--- src/rtl/rfd_pkg.sv ---
package rfd_pkg;

  localparam int CAPACITY = 16;
  localparam int PTR_W    = $clog2(CAPACITY);
  localparam int CNT_W    = $clog2(CAPACITY + 1);
  localparam int DATA_W   = 32;
  localparam int FILL_W   = 5;

  // command codes
  localparam logic [1:0] CMD_ENQ  = 2'd0;
  localparam logic [1:0] CMD_DEQ  = 2'd1;
  localparam logic [1:0] CMD_PEEK = 2'd2;
  localparam logic [1:0] CMD_DEL  = 2'd3;

  typedef struct packed {
    logic [1:0]               command;
    logic signed [DATA_W-1:0] data_in;
  } cmd_t;

  typedef struct packed {
    logic                     ok;
    logic signed [DATA_W-1:0] data_out;
    logic                     is_empty;
    logic                     is_full;
    logic [FILL_W-1:0]        fill_count;
  } rsp_t;

endpackage

--- src/rtl/rfd_ram.sv ---
module rfd_ram #(
  parameter int WIDTH = 32,
  parameter int DEPTH = 16
) (
  input  logic                     clk,
  input  logic                     we,
  input  logic [$clog2(DEPTH)-1:0] waddr,
  input  logic [WIDTH-1:0]         wdata,
  input  logic [$clog2(DEPTH)-1:0] raddr,
  output logic [WIDTH-1:0]         rdata
);

  logic [WIDTH-1:0] mem [DEPTH];

  always_ff @(posedge clk) begin
    if (we) begin
      mem[waddr] <= wdata;
    end
    rdata <= mem[raddr];
  end

endmodule

--- src/rtl/ring_fifo_with_delete.sv ---
// ring buffer fifo of signed 32-bit values with delete by value
//
// command channel: cmd_valid / cmd_stall carry one item {command, data_in};
// commands are enqueue, dequeue, peek and delete of the first matching value
// response channel: rsp_valid / rsp_stall carry one item per command with
// ok, data_out and the empty / full / fill status after the command
//
// one command is worked on at a time; cmd_stall is high while it runs
// enqueue, a full enqueue and any command on an empty queue go straight to
// the response; dequeue and peek first take one registered ram read; a
// delete searches from the head, drops a head match directly, shifts the
// later entries a slot toward the head for a match elsewhere and responds
// after the search if nothing matches; the search and then the shift walk
// one entry per cycle through the single slot ram port
//
// the finished response sits in an output register; a stalled receiver holds
// it there, and a new command may be accepted meanwhile, but the next
// response waits until the register is taken
// reset clears pointers, count and the response valid; slot contents are not
// cleared, since only entries that were written are ever read
module ring_fifo_with_delete (
  input  logic          clk,
  input  logic          rst,
  input  logic          cmd_valid,
  output logic          cmd_stall,
  input  rfd_pkg::cmd_t cmd,
  output logic          rsp_valid,
  input  logic          rsp_stall,
  output rfd_pkg::rsp_t rsp
);

  typedef enum logic [4:0] {
    ST_IDLE   = 5'b00001,
    ST_READ   = 5'b00010,
    ST_SEARCH = 5'b00100,
    ST_SHIFT  = 5'b01000,
    ST_RESP   = 5'b10000
  } state_t;

  // circular pointer step, works for any capacity
  function automatic logic [rfd_pkg::PTR_W-1:0] ptr_inc(
    input logic [rfd_pkg::PTR_W-1:0] p
  );
    if (p == rfd_pkg::PTR_W'(rfd_pkg::CAPACITY - 1)) begin
      return '0;
    end
    return p + rfd_pkg::PTR_W'(1);
  endfunction

  function automatic logic [rfd_pkg::PTR_W-1:0] ptr_dec(
    input logic [rfd_pkg::PTR_W-1:0] p
  );
    if (p == '0) begin
      return rfd_pkg::PTR_W'(rfd_pkg::CAPACITY - 1);
    end
    return p - rfd_pkg::PTR_W'(1);
  endfunction

  // control state
  state_t                    state, state_next;
  logic [rfd_pkg::PTR_W-1:0] head, head_next;
  logic [rfd_pkg::PTR_W-1:0] tail, tail_next;
  logic [rfd_pkg::CNT_W-1:0] count, count_next;
  logic                      rsp_valid_next;

  // working registers of the sequencer
  logic [1:0]                       op, op_next;
  logic signed [rfd_pkg::DATA_W-1:0] key, key_next;
  logic [rfd_pkg::CNT_W-1:0]        k, k_next;      // search offset, then shift source offset
  logic [rfd_pkg::PTR_W-1:0]        p, p_next;      // slot address of offset k while searching
  logic [rfd_pkg::PTR_W-1:0]        wptr, wptr_next; // shift destination slot
  logic [rfd_pkg::PTR_W-1:0]        sptr, sptr_next; // shift source slot, its data in ram_rdata
  logic                             res_ok, res_ok_next;
  logic signed [rfd_pkg::DATA_W-1:0] res_data, res_data_next;
  rfd_pkg::rsp_t                    rsp_next;
  logic                             rsp_load;

  // slot ram port
  logic                      ram_we;
  logic [rfd_pkg::PTR_W-1:0] ram_waddr;
  logic [rfd_pkg::DATA_W-1:0] ram_wdata;
  logic [rfd_pkg::PTR_W-1:0] ram_raddr;
  logic [rfd_pkg::DATA_W-1:0] ram_rdata;

  rfd_ram #(
    .WIDTH (rfd_pkg::DATA_W),
    .DEPTH (rfd_pkg::CAPACITY)
  ) u_slots (
    .clk   (clk),
    .we    (ram_we),
    .waddr (ram_waddr),
    .wdata (ram_wdata),
    .raddr (ram_raddr),
    .rdata (ram_rdata)
  );

  // only idle takes a new command
  assign cmd_stall = (state != ST_IDLE);

  // response register is free when empty or being taken this cycle
  assign rsp_load = (state == ST_RESP) && (!rsp_valid || !rsp_stall);

  always_comb begin
    state_next    = state;
    head_next     = head;
    tail_next     = tail;
    count_next    = count;
    op_next       = op;
    key_next      = key;
    k_next        = k;
    p_next        = p;
    wptr_next     = wptr;
    sptr_next     = sptr;
    res_ok_next   = res_ok;
    res_data_next = res_data;
    ram_we        = 1'b0;
    ram_waddr     = tail;
    ram_wdata     = cmd.data_in;
    ram_raddr     = head;

    case (state)
      ST_IDLE: begin
        if (cmd_valid) begin
          op_next       = cmd.command;
          key_next      = cmd.data_in;
          res_ok_next   = 1'b0;
          res_data_next = '0;
          state_next    = ST_RESP;
          case (cmd.command)
            rfd_pkg::CMD_ENQ: begin
              if (count < rfd_pkg::CNT_W'(rfd_pkg::CAPACITY)) begin
                ram_we      = 1'b1;
                ram_waddr   = tail;
                ram_wdata   = cmd.data_in;
                tail_next   = ptr_inc(tail);
                count_next  = count + rfd_pkg::CNT_W'(1);
                res_ok_next = 1'b1;
              end
            end
            rfd_pkg::CMD_DEQ, rfd_pkg::CMD_PEEK: begin
              // head read issued now, data back next cycle
              if (count != '0) begin
                ram_raddr  = head;
                state_next = ST_READ;
              end
            end
            default: begin
              // delete: start the search at the head
              if (count != '0) begin
                ram_raddr  = head;
                p_next     = head;
                k_next     = '0;
                state_next = ST_SEARCH;
              end
            end
          endcase
        end
      end

      ST_READ: begin
        res_ok_next   = 1'b1;
        res_data_next = ram_rdata;
        if (op == rfd_pkg::CMD_DEQ) begin
          head_next  = ptr_inc(head);
          count_next = count - rfd_pkg::CNT_W'(1);
        end
        state_next = ST_RESP;
      end

      ST_SEARCH: begin
        // ram_rdata holds the entry at offset k; fetch the next one ahead
        ram_raddr = ptr_inc(p);
        if (ram_rdata == key) begin
          if (k == '0) begin
            // match at the head: just drop it
            head_next   = ptr_inc(head);
            count_next  = count - rfd_pkg::CNT_W'(1);
            res_ok_next = 1'b1;
            state_next  = ST_RESP;
          end else begin
            // entry after the match is already on its way out of the ram
            wptr_next  = p;
            sptr_next  = ptr_inc(p);
            k_next     = k + rfd_pkg::CNT_W'(1);
            state_next = ST_SHIFT;
          end
        end else if (k + rfd_pkg::CNT_W'(1) == count) begin
          state_next = ST_RESP;
        end else begin
          p_next = ptr_inc(p);
          k_next = k + rfd_pkg::CNT_W'(1);
        end
      end

      ST_SHIFT: begin
        if (k < count) begin
          // move one later entry a slot toward the head
          ram_we    = 1'b1;
          ram_waddr = wptr;
          ram_wdata = ram_rdata;
          ram_raddr = ptr_inc(sptr);
          wptr_next = sptr;
          sptr_next = ptr_inc(sptr);
          k_next    = k + rfd_pkg::CNT_W'(1);
        end else begin
          tail_next   = ptr_dec(tail);
          count_next  = count - rfd_pkg::CNT_W'(1);
          res_ok_next = 1'b1;
          state_next  = ST_RESP;
        end
      end

      ST_RESP: begin
        if (rsp_load) begin
          state_next = ST_IDLE;
        end
      end

      default: begin
        state_next = ST_IDLE;
      end
    endcase
  end

  // status reflects the fill after the command
  always_comb begin
    rsp_next.ok         = res_ok;
    rsp_next.data_out   = res_data;
    rsp_next.is_empty   = (count == '0);
    rsp_next.is_full    = (count == rfd_pkg::CNT_W'(rfd_pkg::CAPACITY));
    rsp_next.fill_count = rfd_pkg::FILL_W'(count);
  end

  always_comb begin
    rsp_valid_next = rsp_valid;
    if (rsp_valid && !rsp_stall) begin
      rsp_valid_next = 1'b0;
    end
    if (rsp_load) begin
      rsp_valid_next = 1'b1;
    end
  end

  always_ff @(posedge clk) begin
    if (rst) begin
      state     <= ST_IDLE;
      head      <= '0;
      tail      <= '0;
      count     <= '0;
      rsp_valid <= 1'b0;
    end else begin
      state     <= state_next;
      head      <= head_next;
      tail      <= tail_next;
      count     <= count_next;
      rsp_valid <= rsp_valid_next;
    end
  end

  // payload and working registers, no reset needed
  always_ff @(posedge clk) begin
    op       <= op_next;
    key      <= key_next;
    k        <= k_next;
    p        <= p_next;
    wptr     <= wptr_next;
    sptr     <= sptr_next;
    res_ok   <= res_ok_next;
    res_data <= res_data_next;
    if (rsp_load) begin
      rsp <= rsp_next;
    end
  end

endmodule
--- config.mk ---
export PLATFORM = sky130hd
export DESIGN_NAME = ring_fifo_with_delete
export DESIGN_NICKNAME = d
export VERILOG_FILES = /design/src/rtl/rfd_pkg.sv /design/src/rtl/rfd_ram.sv /design/src/rtl/ring_fifo_with_delete.sv
export SDC_FILE = /design/constraint.sdc
export NUM_CORES = 1
export LEC_CHECK = 0
export BUFFER_PORTS_ARGS = -buffer_cell sky130_fd_sc_hd__buf_2
export CELL_PAD_IN_SITES_DETAIL_PLACEMENT = 0
export CELL_PAD_IN_SITES_GLOBAL_PLACEMENT = 1
export CORE_MARGIN = 2
export CORE_UTILIZATION = 25
export DETAILED_ROUTE_END_ITERATION = 6
export HOLD_SLACK_MARGIN = 0.08
export PLACE_DENSITY = 0.54
export SLEW_MARGIN = 40
export SYNTH_ARGS = -nofsm -noshare
export SYNTH_HDL_FRONTEND = slang
export SYNTH_SLANG_ARGS = --single-unit
export TNS_END_PERCENT = 1
--- constraint.sdc ---
create_clock -name clk -period 5.7 [get_ports clk]
set_input_delay 0.285 -clock clk [delete_from_list [all_inputs] [get_ports clk]]
set_output_delay 0.285 -clock clk [all_outputs]
set_load 0.03 [all_outputs]
Word level (Yosys, flattened, before mapping). Memories as Yosys holds them, arrays and structs flattened. A register that Yosys moved wholly into a read port is not among the register bits. Index checks and enable logic that the tools add are counted.

Memories: 1. Output and inout bits: 42. Bits in writable memories: 512. Register bits: 143. Input bits: 38.

Reduce and logical (&&, ||, !) cells: 30. Magnitude comparators: 2. Eq/ne operators: 33. Mux-type cells: 109. Add/sub/neg operators: 8.

Memory list: u_slots.mem (depth 16, bits a word 32, read ports 1, clocked after memory_dff 1, wr ports 1, line rfd_ram.sv:13) `logic [WIDTH-1:0] mem [DEPTH];`.

Operators with widths (count): two-way mux 4 bit (34); two-way mux 5 bit (22); two-way mux 32 bit (3); one-hot mux 32 bit (2 select lines) (1); one-hot mux 4 bit (2 select lines) (6); two-way mux 1 bit (37); == test 32 bit (1); inequality test 2 bit (second input constant) (13); one-hot mux 5 bit (5 select lines) (1); one-hot mux 5 bit (4 select lines) (1); adder 4 x 1 -> 4 bit (second input constant) (4); == test 4 bit (second input constant) (4); one-hot mux 5 bit (3 select lines) (1); AND reduction 4 bit (3); nonzero test 2 bit (6); adder 5 x 1 -> 5 bit (second input constant) (2); == test 5 bit (second input constant) (2); logical NOT 5 bit (2); one-hot mux 5 bit (2 select lines) (1); AND reduction 5 bit (2); inequality test 3 bit (second input constant) (3); AND reduction 8 bit (1); AND reduction 7 bit (1); AND reduction 6 bit (1); 26 further kinds (30).

Depth between registers and ports, before layout.
Depth in word-level cells: 11. Mapped depth: 14. Mapped depth without buffers: 9.

Hierarchy. A second synthesis with hierarchy kept.

Cell total of the unflattened synthesis: 1413. Area total of the unflattened synthesis: 26452.9 µm².

Modules (own cells, without submodules): rfd_ram (times used 1, cells each 838, area each 19835.3 µm²); ring_fifo_with_delete (times used 1, cells each 575, area each 6617.6 µm²).

Least setup slack after synthesis. OpenSTA, ideal clock, no wires.

Kind: reg2reg. Start: register state[1]. End: memory u_slots.mem[10][0], enable pin. Setup time: 0.421 ns. Stages on the path, launching flop included: 9. Period minus slack after synthesis: 4.123 ns. Setup slack: 1.577 ns. Data arrival time: 3.701 ns. Path buffers: 1. Cell sequence: dfxtp_1 nor3_1 and3b_1 clkbuf_1 and2_1 nand2_1 nor2_1 a32oi_1 nor2_1.

Longest elaborated chain between the ends: 4. Elaborated cells on any way between the ends: 6. Classes of those cells: 2 x eq/ne; 4 x mux.

Ends and longest elaborated chain: from (decl) (line ring_fifo_with_delete.sv:60) `state_t state, state_next;`; from (signal assigned) (line ring_fifo_with_delete.sv:252) `state <= state_next;`; == test 5 x 4 -> 1 bit / == test 5 x 1 -> 1 bit (equally long branches) (line ring_fifo_with_delete.sv:121) `case (state)`; one-hot mux 1 bit (2 select lines) (line ring_fifo_with_delete.sv:121); two-way mux 1 bit (line rfd_ram.sv:16) `if (we) begin`; two-way mux 1 bit (implied by the code) (line rfd_ram.sv:17) `mem[waddr] <= wdata;`; to (decl) (line rfd_ram.sv:13).

Several ways; a longest one is shown, not always the timed one.

Final worst setup path.
Start: register count[1] (netlist name). End: register u_slots.rdata[10], read port of u_slots.mem.

Longest elaborated chain between the ends: 3.

Ends and longest elaborated chain: from (decl) (line ring_fifo_with_delete.sv:63) `logic [rfd_pkg::CNT_W-1:0] count, count_next;`; from (signal assigned) (line ring_fifo_with_delete.sv:255) `count <= count_next;`; < comparator 5 bit (line ring_fifo_with_delete.sv:196) `if (k < count) begin`; two-way mux 4 bit (line ring_fifo_with_delete.sv:196); one-hot mux 4 bit (2 select lines) (line ring_fifo_with_delete.sv:121); to (decl) (line rfd_ram.sv:10) `output logic [WIDTH-1:0] rdata`.

No other way between the ends. A chain may end at the register's enable or synchronous reset.

==> metrics.md <==
| Metric | Value |
|---|---|
| Clock Power Share | 0.400 |
| Vias post-DR | 20.65k |
| Layout area overhead | 17.46% |
| Worst EP arrival | 4.54 ns |
| Distinct cells, synth | 65 |
| Reg2reg start | count[1]$_SDFFE_PP0P_ |
| Syn avg cell area | 13.21 um2 |
| DIE WIDTH | 350.1 um |
| Bufs and invs on worst path | 3 |
| Htree depth | 3 |
| CTS tree | built |
| PnR worst setup slack | 1.631 ns |
| Ys Warns | 0 |
| Static Leak | 11.52 nW |
| Critical Path RT | 6.17 ns |
| Delay-heaviest family, CP | compound AO/OA/AOI/OAI gates |
| Rows | 126 |
| First-pass DRT Iterations | 5 |
| Worst path slowest cell | a32o_4 |
| Clock sinks | 687 |
| Starting density of the core | 0.2529 |
| Total track usage | 0.1535 |
| WP depth | 11 |
| Share of layout cells above drive strength 1 | 0.1299 |
| Sw Ratio | 0.2539 |
| Net count after synthesis | 2324 |
| Worst Setup EP | u_slots.rdata[10]$_DFF_P_ |
| Slew headroom | 0.4448 |
| Die Area | 122500 um2 |
| Synthesized area | 29940 um2 |
| Post-CTS sizing | 0 |
| Worst Tran Pin Value | 0.8308 ns |
| GPL Wtd Cong | 0.7826 |
| Crit. Startpoint | count[1]$_SDFFE_PP0P_ |
| Critical Path, Cell by Cell | inv_1 -> ha_1 -> nor2b_1 -> o31ai_4 -> buf_4 -> a32o_4 -> buf_4 -> o32a_1 -> a22oi_1 -> a22oi_1 -> o211ai_1 |
| Core Footprint | 118400 um2 |
| Clock skew | 0.02787 ns |
| Power Dens Cells | 338.0 nW/um2 |
| #FFs+latches synth | 687 |
| Drt drc | 0 |
| GR Overflow Total | 0 |
| Number of buffers created by CTS | 75 |
| Max_cap viols | 0 |
| Per-cell routed wire length | 24.16 um |
| Ports | 80 |
| Post-DP HPWL | 56130 um |
| First-pass GRT wire length | 141200 um |
| Largest net degree at the start of global routing | 127 |
| Register area share after synthesis | 0.6720 |
| Setup Crit Path Kind | flip-flop to flip-flop |
| Clock root cell | clkbuf_16 |
| Fraction of registers with async set/reset | 0 |
| Final ANT Viol Nets | 0 |
| CP Capture Type | flip-flop |
| Die Y-Extent | 350.1 um |
| Tcrit/Tclk final | 0.7138 |
| Synth area leader | edfxtp_1 |
| Vias/cell | 5.218 |
| Final Hold Vio Count | 0 |
| Cell Int Power | 8.868 mW |
| Most frequent cell after synthesis | edfxtp_1 |
| Setup violators final | 0 |
| Tightest hold margin | 0.1230 ns |
| Final min period | 4.069 ns |
| Fmax | 245.8 MHz |
| Combinational power share | 0.098 |
| Worst reg2reg endpoint | u_slots.rdata[10]$_DFF_P_ |
| Final Max Slew Viols | 0 |
| Worst R2R Path Depth | 11 |
| Startpoint Class | flip-flop |
| Hold Path Class | input pin to flip-flop |
| Initial drt markers | 1836 |
| WL final | 95610 um |
| I/O Buffers | 79 |
| Clock Latency Late Sink | 0.63 ns |
| R2r setup slk | 1.63 ns |
| Hold-critical path depth | 4 |
| Number of antenna violations at the first check in global routing | 1 |
| P_sw | 3.018 mW |
| Status | complete, no violations |
| Nets@finish | 2356 |
| Yosys top cell area share | 0.6379 |
| Reg clk slew, reported paths | 0.06 ns |
| Synth cell count leaders | 636 x edfxtp_1, 299 x nand2_1, 193 x o31ai_1, 156 x clkbuf_1, 121 x a21oi_1 |
| RSZ-0062 raised after global routing | no |
| Sequential fraction of design power | 0.502 |
| Synth Instances | 2267 |
| DP Worst Slack | 1.638 ns |
| Maximum vdd drop | 0.2055 mV |
| Clock Path Buffers | 3 |
| CP peak stage delay | 0.70 ns |
| Vias in the first global route | 20.43k |
| Number of synthesized flops with an enable pin | 636 |
| Crit Path Max Fanout | 40 |
| Fin Setup TNS | 0 ns |
| Top FF cell, synth | edfxtp_1 |
| Synth area leaders | edfxtp_1 64%, o31ai_1 4.8%, nand2_1 3.7% |
| Total power | 11.89 mW |
-- layer usage --
layer  global-route usage  share of wire  vias up
met5                    0              0        -
met4              0.04038          0.022        0
met3              0.02513          0.053      128
met2               0.2418           0.46      659
met1               0.2181           0.46    10765
li1                     -              -     9102
-- worst min path at each step --
stage / start / end
floorplan: cmd[0] / key[0]$_DFFE_PP_
global placement: res_data[11]$_SDFFCE_PN0P_ / rsp[18]$_DFFE_PP_
detailed placement: res_data[11]$_SDFFCE_PN0P_ / rsp[18]$_DFFE_PP_
CTS: cmd_valid / state[0]$_SDFFE_PP1P_
global route: cmd_valid / state[0]$_SDFFE_PP1P_
finish: cmd_valid / state[0]$_SDFFE_PP1P_
-- flip-flops by register name, summed over array words and instances, names as in the netlist, 5 cells and up --
| name | flops |
|---|---|
| count | 5 |
| k | 5 |
| key | 32 |
| res_data | 32 |
| rsp | 40 |
| state | 5 |
| u_slots.mem | 512 |
| u_slots.rdata | 32 |
-- cell type report --
cell class | count | area, um2
repair buffers | 183 | 1489
flip-flops and latches | 687 | 20120
well taps | 1600 | 2002
clock inverters | 33 | 271.5
diodes | 2 | 5.005
inverters | 21 | 78.83
multi-input cells | 1331 | 9110
clock buffers | 101 | 2090
fillers | 11868 | 83230
-- metrics by stage --
stage	utilization	cell area, um2	instances
after floorplan	-	29940	2267
after global placement	0.2724	32250	3778
after detailed placement	0.2735	32380	3784
after CTS	0.2965	35100	3954
after global routing	0.2970	35160	3956
final	0.2970	35170	3958
-- logic make-up after synthesis --
logic type,Yosys count,synth area share
AOI/OAI and AO/OA,811,0.2056
DFF,687,0.6720
and+or+nand+nor,450,0.06532
buffers and inverters,249,0.03368
xor gates and xnor gates,46,0.01346
adders and majority gates,19,0.008191
muxes,5,0.001714
-- layout by cell type, fill, tap and decap left out, types with 13 or more instances in the layout --
| cell type | Yosys | routed |
|---|---|---|
| edfxtp_1 | 636 | 636 |
| nand2_1 | 299 | 297 |
| o31ai_1 | 193 | 193 |
| a21oi_1 | 121 | 116 |
| a211oi_1 | 100 | 100 |
| a22oi_1 | 96 | 96 |
| buf_2 | 47 | 81 |
| clkbuf_16 | 0 | 80 |
| o32a_1 | 64 | 64 |
| a41oi_1 | 64 | 64 |
| dfxtp_1 | 51 | 51 |
| buf_4 | 4 | 44 |
| xnor2_1 | 42 | 42 |
| dlygate4sd3_1 | 0 | 36 |
| o31a_1 | 33 | 33 |
| a22o_1 | 33 | 33 |
| o211ai_1 | 33 | 33 |
| and2_1 | 35 | 33 |
| a211o_1 | 32 | 32 |
| nor2_1 | 50 | 31 |
| inv_1 | 21 | 21 |
| nor2_4 | 1 | 21 |
| clkbuf_1 | 156 | 19 |
| ha_1 | 18 | 18 |
| o21ai_0 | 14 | 14 |
| buf_12 | 0 | 13 |
-- worst min-delay path, cell delays in order --
cell and delay (ns):
buf_2 0.13, nor2_1 0.08, nor2_1 0.08, o21ai_0 0.10
-- power by group through the flow --
stage                     Combinational, mW  Sequential, mW  Clock (mW)
final                                  1.17            5.96        4.76
after floorplan                       0.646            6.08           0
after global routing                   1.26            5.99        5.06
after CTS                              1.17            5.97        4.87
after detailed placement               1.15            6.07           0
after global placement                 1.12            6.06           0
-- repair_timing --
action / in CTS / in global routing
buffers inserted: 0 / 0
endpoints found under the hold margin: 41 / 0
hold buffers: 36 / 0
No activity file was read; power rests on OpenSTA's default activity.
